`config.mk`:
```
export PLATFORM = sky130hd
export DESIGN_NAME = rusf_hdr
export DESIGN_NICKNAME = d
export VERILOG_FILES = /design/src/hw/rtl/rusf_pkg.sv /design/src/hw/rtl/rusf_hdr.sv
export SDC_FILE = /design/constraint.sdc
export NUM_CORES = 1
export LEC_CHECK = 0
export BUFFER_PORTS_ARGS = -buffer_cell sky130_fd_sc_hd__clkbuf_2
export CAP_MARGIN = 40
export CORE_UTILIZATION = 55
export DETAILED_ROUTE_END_ITERATION = 12
export GPL_TIMING_DRIVEN = 0
export PLACE_DENSITY = 0.81
export SETUP_SLACK_MARGIN = 0.1
export SYNTH_ARGS = -nofsm -noshare
export SYNTH_HDL_FRONTEND = slang
export SYNTH_SLANG_ARGS = --single-unit
```
`constraint.sdc`:
```
create_clock -name clk -period 10.3 [get_ports clk]
set_clock_uncertainty 0.05 [all_clocks]
set_input_delay 2.06 -clock clk [delete_from_list [all_inputs] [get_ports clk]]
set_output_delay 2.06 -clock clk [all_outputs]
set_load 0.02 [all_outputs]
```
`src/hw/rtl/rusf_pkg.sv`:
```
// Shared types and constants of the update sequence fix-up core.
// No dependencies.
`default_nettype none
package rusf_pkg;
	localparam int WORD_W    = 16;
	localparam int REG_W     = 13;
	localparam int ADDR_W    = 11;
	localparam int BUF_WORDS = 2 ** ADDR_W;
	localparam int REC_MAX   = 2 * BUF_WORDS;
	localparam int DATA_W    = 32;
	localparam int PADDR_W   = 3;

	localparam logic [1:0] REQ_WRITE  = 2'd0;
	localparam logic [1:0] REQ_APPLY  = 2'd1;
	localparam logic [1:0] REQ_COMMIT = 2'd2;
	localparam logic [1:0] REQ_READ   = 2'd3;

	localparam logic REG_SECTOR = 1'b0;
	localparam logic REG_RECORD = 1'b1;

	localparam logic [ADDR_W-1:0] HDR_OFF_WORD = ADDR_W'(2);
	localparam logic [ADDR_W-1:0] HDR_CNT_WORD = ADDR_W'(3);

	typedef struct packed {
		logic [REG_W-1:0] sector_bytes;
		logic [REG_W-1:0] record_bytes;
	} cfg_t;

	typedef struct packed {
		logic [WORD_W-1:0] usa_off;
		logic [WORD_W-1:0] usa_cnt;
	} hdr_fields_t;
endpackage
`default_nettype wire

```
`src/hw/rtl/rusf_hdr.sv`:
```
// Header check: one registered multiply of sector size by sector count,
// plus range and alignment flags. Depends on rusf_pkg.
`default_nettype none
module rusf_hdr (
	input  wire logic                  clk,
	input  wire rusf_pkg::cfg_t        cfg,
	input  wire rusf_pkg::hdr_fields_t hdr,
	output logic                       ok
);
	localparam int PROD_W = rusf_pkg::REG_W + rusf_pkg::WORD_W;

	logic [rusf_pkg::WORD_W-1:0]  cnt_m1;
	logic [PROD_W-1:0]            prod_c;
	logic                         off_le;
	logic [rusf_pkg::REG_W-1:0]   room;
	logic                         fits;
	logic                         flags_c;
	logic [PROD_W-1:0]            prod_s1;
	logic                         flags_s1;

	always_comb begin
		cnt_m1 = hdr.usa_cnt - rusf_pkg::WORD_W'(1);
		prod_c = PROD_W'(cfg.sector_bytes) * PROD_W'(cnt_m1);
		off_le = hdr.usa_off <= rusf_pkg::WORD_W'(cfg.record_bytes);
		room   = cfg.record_bytes - hdr.usa_off[rusf_pkg::REG_W-1:0];
		fits   = {hdr.usa_cnt, 1'b0} <= (rusf_pkg::WORD_W + 1)'(room);
		flags_c = (cfg.sector_bytes != '0) && !cfg.sector_bytes[0]
			&& (cfg.record_bytes <= rusf_pkg::REG_W'(rusf_pkg::REC_MAX))
			&& (hdr.usa_cnt >= rusf_pkg::WORD_W'(2))
			&& off_le && fits && !hdr.usa_off[0];
	end

	always_ff @(posedge clk) begin
		prod_s1  <= prod_c;
		flags_s1 <= flags_c;
	end

	assign ok = flags_s1 && (prod_s1 == PROD_W'(cfg.record_bytes));
endmodule
`default_nettype wire

```
; ---- Word level (Yosys, flattened, before mapping)
; Index checks and enable logic that the tools add are counted.
[word_totals]
reg_bits = 30
latchBits = 0
mem_bits_rw = 0
romBits = 0
in_bits = 59
mem_count = 0
[op_classes]
add_sub_neg = 2
mul = 1
div_mod_pow = 0
magnitude_cmp = 4
eq_ne = 1
shifts = 0
n_mux = 0
n_bitwise = 0
reduce_logical = 10
[ops]
columns = operator, count
row1 = $eq A29 B13 Y1, 1
row2 = $mul A13 B16 Y29, 1
row3 = $le A17 B13 Y1, 1
row4 = $ge A16 B2 Y1 const B, 1
row5 = $le A16 B13 Y1, 1
row6 = $sub A16 B1 Y16 const B, 1
row7 = $le A13 B13 Y1 const B, 1
row8 = $reduce_bool A13 Y1, 1
row9 = $sub A13 B13 Y13, 1
row10 = $logic_and A1 B1 Y1, 7
row11 = $logic_not A1 Y1, 2

; ---- Logic depth before layout (Yosys ltp)
; Gate-level depths: netlist (run 1).
[logic_depth]
ltp_word = 7
ltp_mapped = 27
mapped_depth_nobuf = 24

; ---- Worst setup path after synthesis (run 1)
; Ideal clock, no wire load.
[synth_timing]
path_type = input to register
from = in hdr[0] (netlist name)
to = reg prod_s1[25]
arrival_ps = 7782
required_time_ps = 10123
path_slack_ps = 2341
path_stages = 24
n_path_buf = 2
path_cell_list = clkbuf_1 -> inv_1 -> ha_1 -> and3_1 -> nand2_1 -> xnor2_1 -> clkbuf_1 -> nand2_1 -> fa_1 -> fa_1 -> inv_1 -> fa_1 -> fa_1 -> inv_1 -> fa_1 -> inv_1 -> ha_1 -> a21oi_1 -> and2_1 -> a22o_1 -> a21o_1 -> o31a_4 -> nor4bb_1 -> or3_1
[synth_between]
elab_chain_cells = 2
[synth_rtl]
columns = element, line_no
row1 = start: declaration, rusf_hdr.sv:7  ; input wire rusf_pkg::hdr_fields_t hdr,
row2 = $sub A16 B1 Y16, rusf_hdr.sv:22  ; cnt_m1 = hdr.usa_cnt - rusf_pkg::WORD_W'(1);
row3 = $mul A13 B16 Y29, rusf_hdr.sv:23  ; prod_c = PROD_W'(cfg.sector_bytes) * PROD_W'(cnt_m1);
row4 = named net prod_c[25], rusf_hdr.sv:13  ; logic [PROD_W-1:0] prod_c;
row5 = end signal: assignment, rusf_hdr.sv:34  ; prod_s1 <= prod_c;
row6 = end: declaration, rusf_hdr.sv:18  ; logic [PROD_W-1:0] prod_s1;
; The timed path passes the listed nets, and every way through them passes these cells.

; ---- Worst setup path after layout (run 1)
; Same ends and word-level chain as after synthesis.

==> results.txt, run 1 <==
share of layout cells above drive strength 1 = 0.0631
FP Rows = 46
H-tree depth = 2
Top Usage Layer GRT = met2
via count = 7455
drt initial violations = 429
PwrDens = 299 nW/um^2
largest cells by area after synthesis = fa_1 (34%), ha_1 (15%), inv_1 (9.3%), and2_1 (6.8%), dfxtp_1 (6.6%)
EDFF count, synth = 0
Root Driver = clkbuf_16
Max-cap violations = 0
Clock transition at path regs = 50 ps
die area = 17100 sq um
synth warn = 0
antenna violations before repair = 0
crit start category = input pin
Port Buffer Count = 56
Ant. Diodes = 0
ys flop type = dfxtp_1
io pins = 60
via/cell ratio = 5.56
HP Class = input pin to flop
Worst Path Required = 10390 ps
Compound-Gate Fraction of Synth Area = 0.0780
Final Hold Fails = 0
Peak VDD IR = 0.322 mV
first-pass GRT wire length = 37600 um
GPL Wtd Cong = 0.905
Longest Clk Path Bufs = 2
Global Route Usage Sum = 0.289
filler instances = 1382
XOR/XNOR Fraction of Synth Area = 0.0575
post-synth top area cell = fa_1
sequential-to-total area share from yosys stat = 0.0657
HPWL after detailed placement = 18900 um
Initial Util = 0.569
Post-Syn Area per Cell = 8.61 sq um
synthesized area = 9140 sq um
drt drc = 0
Post-Route Setup TNS = 0 ps
largest net degree at the start of global routing = 11
Post-Synth Adder-Cell Area = 0.494
Num CTS Buffers = 5
RSZ-0062 raised after global routing = false
fin crit share = 0.883
Rel. slew slack = 0.535
CTS tree = done
Post CTS Setup Buffer Count = 0
status = finished clean
final setup violation count = 0
Unique masters post-synth = 53
Die Wd = 131 um
core area = 16100 sq um
CP startpoint = hdr[0]
TritonRoute pass-1 iters = 5
Post-CTS Resized = 0
global route overflow = 0
met1 usage = 0.369
clk sinks = 30
hold_buf cts = 0
most frequent cell after synthesis = inv_1
Finished Core Util = 0.613
antenna viol nets, final = 0
Slew @ Worst Pin = 679 ps
vias in the first global route = 7886
post-synthesis simple-gate area fraction = 0.196
nets = 1452
leakage power = 0.00509 uW
top cells by count, synth = inv_1 (226), fa_1 (155), ha_1 (113)
maximum clock rate = 110 MHz
Pins Over Slew Limit = 0
mux share of post-synthesis cell area = 0
routing usage on met3 = 0.0403
mean routed wirelength per cell = 16.9 um
Critical Path Fanout Max = 10
#FFs+latches synth = 30
WS Path Type = input pin to flop
ys async rst share = 0
syn_nets = 1389
met2 global-route usage = 0.504
arrival time at the worst endpoint = 9190 ps
Gate Count Post-Synth = 1062
Die H = 131 um
Post-Route WL = 22700 um
main combinational cell family by area after synthesis = adder cells
minimum clock period = 9100 ps
crit end category = flop
share of the synthesized area in the top cell type = 0.340
P&R area growth vs syn = 7.64%
beginning of the worst hold path = cfg[13]
[final cells by class]
cell class	count	area, sq um	area share
sequential	30	601	0.0611
inverter	226	848	0.0862
tap	216	270	0.0275
buffer	37	144	0.0146
multi-input combinational	769	7550	0.767
clock buffer	7	143	0.0145
clock inverter	1	5.00	0.000509
timing repair buffer	56	280	0.0285
[routing by layer]
layer / up-vias / wire length, um
li1: 3422 / -
met2: 282 / 10900
met3: 51 / 1460
met1: 3700 / 9550
met4: 0 / 779
met5: - / 0
[where the power goes]
part           total (uW)  internal, uW  switching, uW
registers             230           211           19.3
logic                2570          1090           1480
clock network         142          95.4           46.4
total                2940          1390           1550
[worst max-delay path, cell delays in order]
cell	delay, ps
clkbuf_2	170
clkbuf_1	470
inv_1	290
ha_1	310
nand2_1	100
nor3_1	60
xor2_1	370
clkbuf_1	490
nand2_1	160
fa_1	530
inv_1	50
fa_1	470
fa_1	530
fa_1	550
inv_1	50
fa_1	550
inv_1	50
ha_1	390
a21oi_1	110
and2_1	180
a22o_1	190
a21o_1	210
o31a_4	320
nor4bb_1	150
or3_1	360
[path summary, 6_finish.rpt]
path                          end  slack [ps]  cells after the start
worst max-delay path  prod_s1[25]        1200                     25
worst min-delay path   prod_s1[0]        2120                      2
[layout by cell type, fill, tap and decap left out, drive strengths merged, types with 8 or more instances in the layout]
cell    synthesis  layout
ha            113     113
nand4          14      14
xnor2          40      40
nand2b         12      12
nor3           15      15
clkbuf         34      97
nor4           14      14
nor2b          24      24
a21o           21      21
xor2           20      20
nand2         105     105
a21oi          33      33
inv           226     226
nor2           16      16
o21ai          21      21
and2          101     101
fa            155     155
dfxtp          30      30
nand3           8       8
[sequential cells by signal, indices dropped and copies added (netlist names)]
signal    count
flags_s1      1
prod_s1      29
[logic make-up after synthesis]
logic type | after synthesis
and+or+nand+nor | 333
adders and majority gates | 268
buffers and inverters | 263
AOI/OAI and AO/OA | 108
xor gates and xnor gates | 60
DFF | 30
[metrics by stage]
stage / instance area, sq um / hold WS, ps / setup slack (ps) / power, uW / std cells
final: 9840 / 2120 / 1200 / 2940 / 1342
after detailed placement: 9690 / 2390 / 987 / 2780 / 1334
after global placement: 9690 / 2380 / 1000 / 2710 / 1334
after floorplan: 9140 / 2140 / 2340 / 2180 / 1062
after CTS: 9840 / 2110 / 1270 / 2940 / 1342
after global routing: 9840 / 2110 / 857 / 3310 / 1342
Note: power is estimated with default switching activity, not from simulation.
==> run 2, diff against run 1 <==
RECOVER_POWER = 100   (was not set)
==> run 2 against run 1 <==
Non-clock buffer count did not move. First-iteration DRC count fell by 4.7%. Critical endpoint unchanged. Final cell count did not move. Die area did not move.
==> results.txt, run 2 (same netlist as run 1, synthesis figures left out) <==
hold_buf cts = 0 (unchanged)
antenna viol nets, final = 0 (unchanged)
HP Class = input pin to flop (unchanged)
Root Driver = clkbuf_16 (unchanged)
drt drc = 0 (unchanged)
clk sinks = 30 (unchanged)
nets = 1452 (unchanged)
most flop-heavy register = prod_s1 (unchanged)
via count = 7472 (was 7455)
Num CTS Buffers = 5 (unchanged)
placed cells = 1334 (unchanged)
global route overflow = 0 (unchanged)
P&R area growth vs syn = 7.35% (was 7.64%)
crit end category = flop (unchanged)
die area = 17100 sq um (unchanged)
Post CTS Setup Buffer Count = 0 (unchanged)
arrival time at the worst endpoint = 9380 ps (was 9190 ps)
Post-Route WL = 22700 um (about the same)
minimum clock period = 9280 ps (was 9100 ps)
first-pass GRT wire length = 37600 um (unchanged)
final setup violation count = 0 (unchanged)
io pins = 60 (unchanged)
Longest Clk Path Bufs = 2 (unchanged)
core area = 16100 sq um (unchanged)
status = finished clean (unchanged)
WS Path Type = input pin to flop (unchanged)
H-tree depth = 2 (unchanged)
via/cell ratio = 5.57 (was 5.56)
TritonRoute pass-1 iters = 6 (was 5)
most common cell after layout, fill and taps aside = inv_1 (unchanged)
maximum clock rate = 108 MHz (was 110 MHz)
vias in the first global route = 7886 (unchanged)
Final Power = 2930 uW (was 2940 uW)
drt initial violations = 409 (was 429)
Global Route Usage Sum = 0.289 (unchanged)
Worst Path Required = 10390 ps (about the same)
CP Buf/Inv Count = 7 (unchanged)
Die Wd = 131 um (unchanged)
post-place setup slack = 987 ps (unchanged)
crit-path max cell delay = 590 ps (was 550 ps)
Critical-path top delay cell = fa_1 (unchanged)
Die H = 131 um (unchanged)
most frequent cells in the layout = inv_1 (226), fa_1 (155), ha_1 (113) (unchanged)
HPWL after detailed placement = 18900 um (unchanged)
Final Hold Fails = 0 (unchanged)
Ant. Diodes = 0 (unchanged)
Post-Route Setup TNS = 0 ps (unchanged)
FP Rows = 46 (unchanged)
largest net degree at the start of global routing = 11 (unchanged)
fin crit share = 0.901 (was 0.883)
Peak VDD IR = 0.326 mV (was 0.322 mV)
PwrDens = 298 nW/um^2 (was 299 nW/um^2)
Clock transition at path regs = 50 ps (about the same)
Pins Over Slew Limit = 0 (unchanged)
mean routed wirelength per cell = 16.9 um (about the same)
Slew @ Worst Pin = 998 ps (was 679 ps)
share of layout cells above drive strength 1 = 0.0586 (was 0.0631)
GPL Wtd Cong = 0.905 (unchanged)
CTS tree = done (unchanged)
Port Buffer Count = 56 (unchanged)
Critical Path Fanout Max = 10 (unchanged)
leakage power = 0.00505 uW (was 0.00509 uW)
crit start category = input pin (unchanged)
antenna violations before repair = 0 (unchanged)
Worst path top cell family by delay = adder cells (unchanged)
Max-cap violations = 0 (unchanged)
Regs by FF count = prod_s1 x29, flags_s1 x1 (unchanged)
Initial Util = 0.569 (unchanged)
Rel. slew slack = 0.317 (was 0.535)
RSZ-0062 raised after global routing = false (unchanged)
max reg flops = 29 (unchanged)
Post-CTS Resized = 0 (unchanged)
Worst Slack Setup Final = 1020 ps (was 1200 ps)
Finished Layout Cells = 1342 (unchanged)
==> run 2: area by class of cell <==
type                       count  area (sq um)
buffer                        37           144
clock buffer                   7           143
clock inverter                 1          5.00
fill                        1389          6250
inverter                     226           848
multi-input combinational    769          7520
sequential                    30           601
tap                          216           270
timing repair buffer          56           278
==> run 2: path summary, 6_finish.rpt <==
kind	from	end	cells past startpoint
worst max-delay path	hdr[0]	prod_s1[25]	25
worst min-delay path	cfg[13]	prod_s1[0]	2
==> run 2: routing by layer <==
layer | vias to the layer above | wire length [um] | global-route usage | part of all wire
met1 | 3711 | 9540 | 0.369 | 0.42
met2 | 287 | 10900 | 0.504 | 0.48
met4 | 0 | 764 | 0.0933 | 0.034
met3 | 49 | 1490 | 0.0403 | 0.066
li1 | 3425 | - | - | -
met5 | - | 0 | 0 | 0
==> run 2: power by group <==
group | leakage (uW) | switching, uW | internal [uW]
combinational | 0.00473 | 1480 | 1080
sequential | 0.000252 | 19.4 | 211
clock | 0.0000739 | 46.7 | 95.4
==> run 2: through the flow <==
stage,utilization,hold slack (ps),cell area (sq um)
2_1_floorplan,-,2140,9140
3_3_place_gp,0.603,2380,9690
3_5_place_dp,0.603,2390,9690
4_1_cts,0.613,2110,9840
5_1_grt,0.611,2110,9810
6_report,0.611,2120,9810
==> run 3, diff against run 2 <==
CORE_UTILIZATION = 45   (was 55)
PLACE_DENSITY = 0.7   (was 0.81)
==> run 3 against run 2 <==
Hold slack better by 24 ps. Setup slack worse by 110 ps. Combinational power about the same. Utilization down 11 points. Critical path depth unchanged. Via count down 1.7%. Total power up 1.5%. Final cell count up 3.7%. Sequential share of layout area down 0.051 points. Global-route usage down 4.5 points. Highest routed layer unchanged.
==> results.txt, run 3 (same netlist as run 1, synthesis figures left out) <==
antenna violations before repair = 0 (unchanged)
Worst Path Required = 10400 ps (was 10390 ps)
WS Path Type = input pin to flop (unchanged)
HP Class = input pin to flop (unchanged)
Root Driver = clkbuf_16 (unchanged)
CP most frequent cell = fa_1
leakage power = 0.00506 uW (was 0.00505 uW)
most common cell after layout, fill and taps aside = inv_1 (unchanged)
global route overflow = 0 (unchanged)
Post-Route Setup TNS = 0 ps (unchanged)
Worst Slack Setup Final = 904 ps (was 1020 ps)
H-tree depth = 2 (unchanged)
FP Rows = 51 (was 46)
CP Buf/Inv Count = 7 (unchanged)
Slew @ Worst Pin = 1080 ps (was 998 ps)
Reg area = 601 sq um (unchanged)
via/cell ratio = 5.28 (was 5.57)
via count = 7348 (was 7472)
Critical Path Fanout Max = 10 (unchanged)
Die Wd = 145 um (was 131 um)
Pins Over Slew Limit = 0 (unchanged)
Max-cap violations = 0 (unchanged)
max reg flops = 29 (unchanged)
vias in the first global route = 7641 (was 7886)
first-pass GRT wire length = 38400 um (was 37600 um)
fin crit share = 0.912 (was 0.901)
Regs by FF count = prod_s1 x29, flags_s1 x1 (unchanged)
Final Hold Fails = 0 (unchanged)
die area = 20900 sq um (was 17100 sq um)
Longest Clk Path Bufs = 2 (unchanged)
antenna viol nets, final = 0 (unchanged)
Post-CTS Resized = 0 (unchanged)
filler instances = 1888 (was 1389)
Clock transition at path regs = 50 ps (about the same)
Post CTS Setup Buffer Count = 0 (unchanged)
Initial Util = 0.465 (was 0.569)
most flop-heavy register = prod_s1 (unchanged)
Rel. slew slack = 0.264 (was 0.317)
post-place setup slack = 852 ps (was 987 ps)
Port Buffer Count = 56 (unchanged)
crit-path max cell delay = 590 ps (about the same)
crit end category = flop (unchanged)
core area = 19700 sq um (was 16100 sq um)
minimum clock period = 9400 ps (was 9280 ps)
Ant. Diodes = 0 (unchanged)
most frequent cells in the layout = inv_1 (226), fa_1 (155), ha_1 (113) (unchanged)
Num CTS Buffers = 5 (unchanged)
Critical-path top delay cell = clkbuf_1 (was fa_1)
io pins = 60 (unchanged)
nets = 1453 (was 1452)
clk sinks = 30 (unchanged)
Worst path top cell family by delay = adder cells (unchanged)
mean routed wirelength per cell = 16.9 um (about the same)
RSZ-0062 raised after global routing = false (unchanged)
drt initial violations = 462 (was 409)
status = finished clean (unchanged)
HPWL after detailed placement = 19500 um (was 18900 um)
CTS tree = done (unchanged)
share of layout cells above drive strength 1 = 0.0594 (was 0.0586)
drt drc = 0 (unchanged)
Global Route Usage Sum = 0.243 (was 0.289)
Finished Core Util = 0.503 (was 0.611)
GPL Wtd Cong = 0.950 (was 0.905)
crit start category = input pin (unchanged)
largest net degree at the start of global routing = 11 (unchanged)
Multi-input gate area = 7520 sq um (unchanged)
Post-Route WL = 23500 um (was 22700 um)
Peak VDD IR = 0.271 mV (was 0.326 mV)
TritonRoute pass-1 iters = 5 (was 6)
maximum clock rate = 106 MHz (was 108 MHz)
PwrDens = 300 nW/um^2 (was 298 nW/um^2)
hold_buf cts = 0 (unchanged)
arrival time at the worst endpoint = 9500 ps (was 9380 ps)
P&R area growth vs syn = 8.26% (was 7.35%)
final setup violation count = 0 (unchanged)
Die H = 145 um (was 131 um)
==> run 3: changes by cell type in the layout (fill, tap and decap cells not counted), sizes merged <==
cell,previous run,this run
buf,3,4
clkbuf,97,95
bufinv,0,1
clkinv,1,2
==> run 3: power breakdown <==
part | internal, uW | switching [uW]
Clock | 113 | 47.1
Sequential | 211 | 17.8
Combinational | 1070 | 1510
==> run 3: cell type report <==
class                   instances  share of cell area
flip-flops and latches         30              0.0607
clock inverters                 3             0.00405
inverters                     226              0.0857
multi-input cells             769               0.760
clock buffers                   5              0.0126
repair buffers                 57              0.0285
plain buffers                  37              0.0145
well taps                     265              0.0335
==> run 3: path summary, 6_finish.rpt <==
kind     from          end  slack [ps]  depth (start not counted)
min   cfg[13]   prod_s1[0]        2150                          2
max    hdr[0]  prod_s1[25]         900                         25
==> run 3: metrics by stage <==
stage               cells  area (sq um)  hold slack [ps]  total power (uW)
global placement     1383          9750             2420              2780
global route         1392          9890             2140              3350
finish               1392          9890             2150              2970
CTS                  1392          9920             2140              3010
floorplan            1062          9140             2140              2180
detailed placement   1384          9750             2420              2830
==> run 3: metal layers <==
layer  vias to the layer above  track usage  routed length, um
li1                       3429            -                  -
met1                      3634        0.308               9990
met2                       238        0.418              11100
met3                        47       0.0467               1620
met4                         0       0.0720                737
met5                         -            0                  0
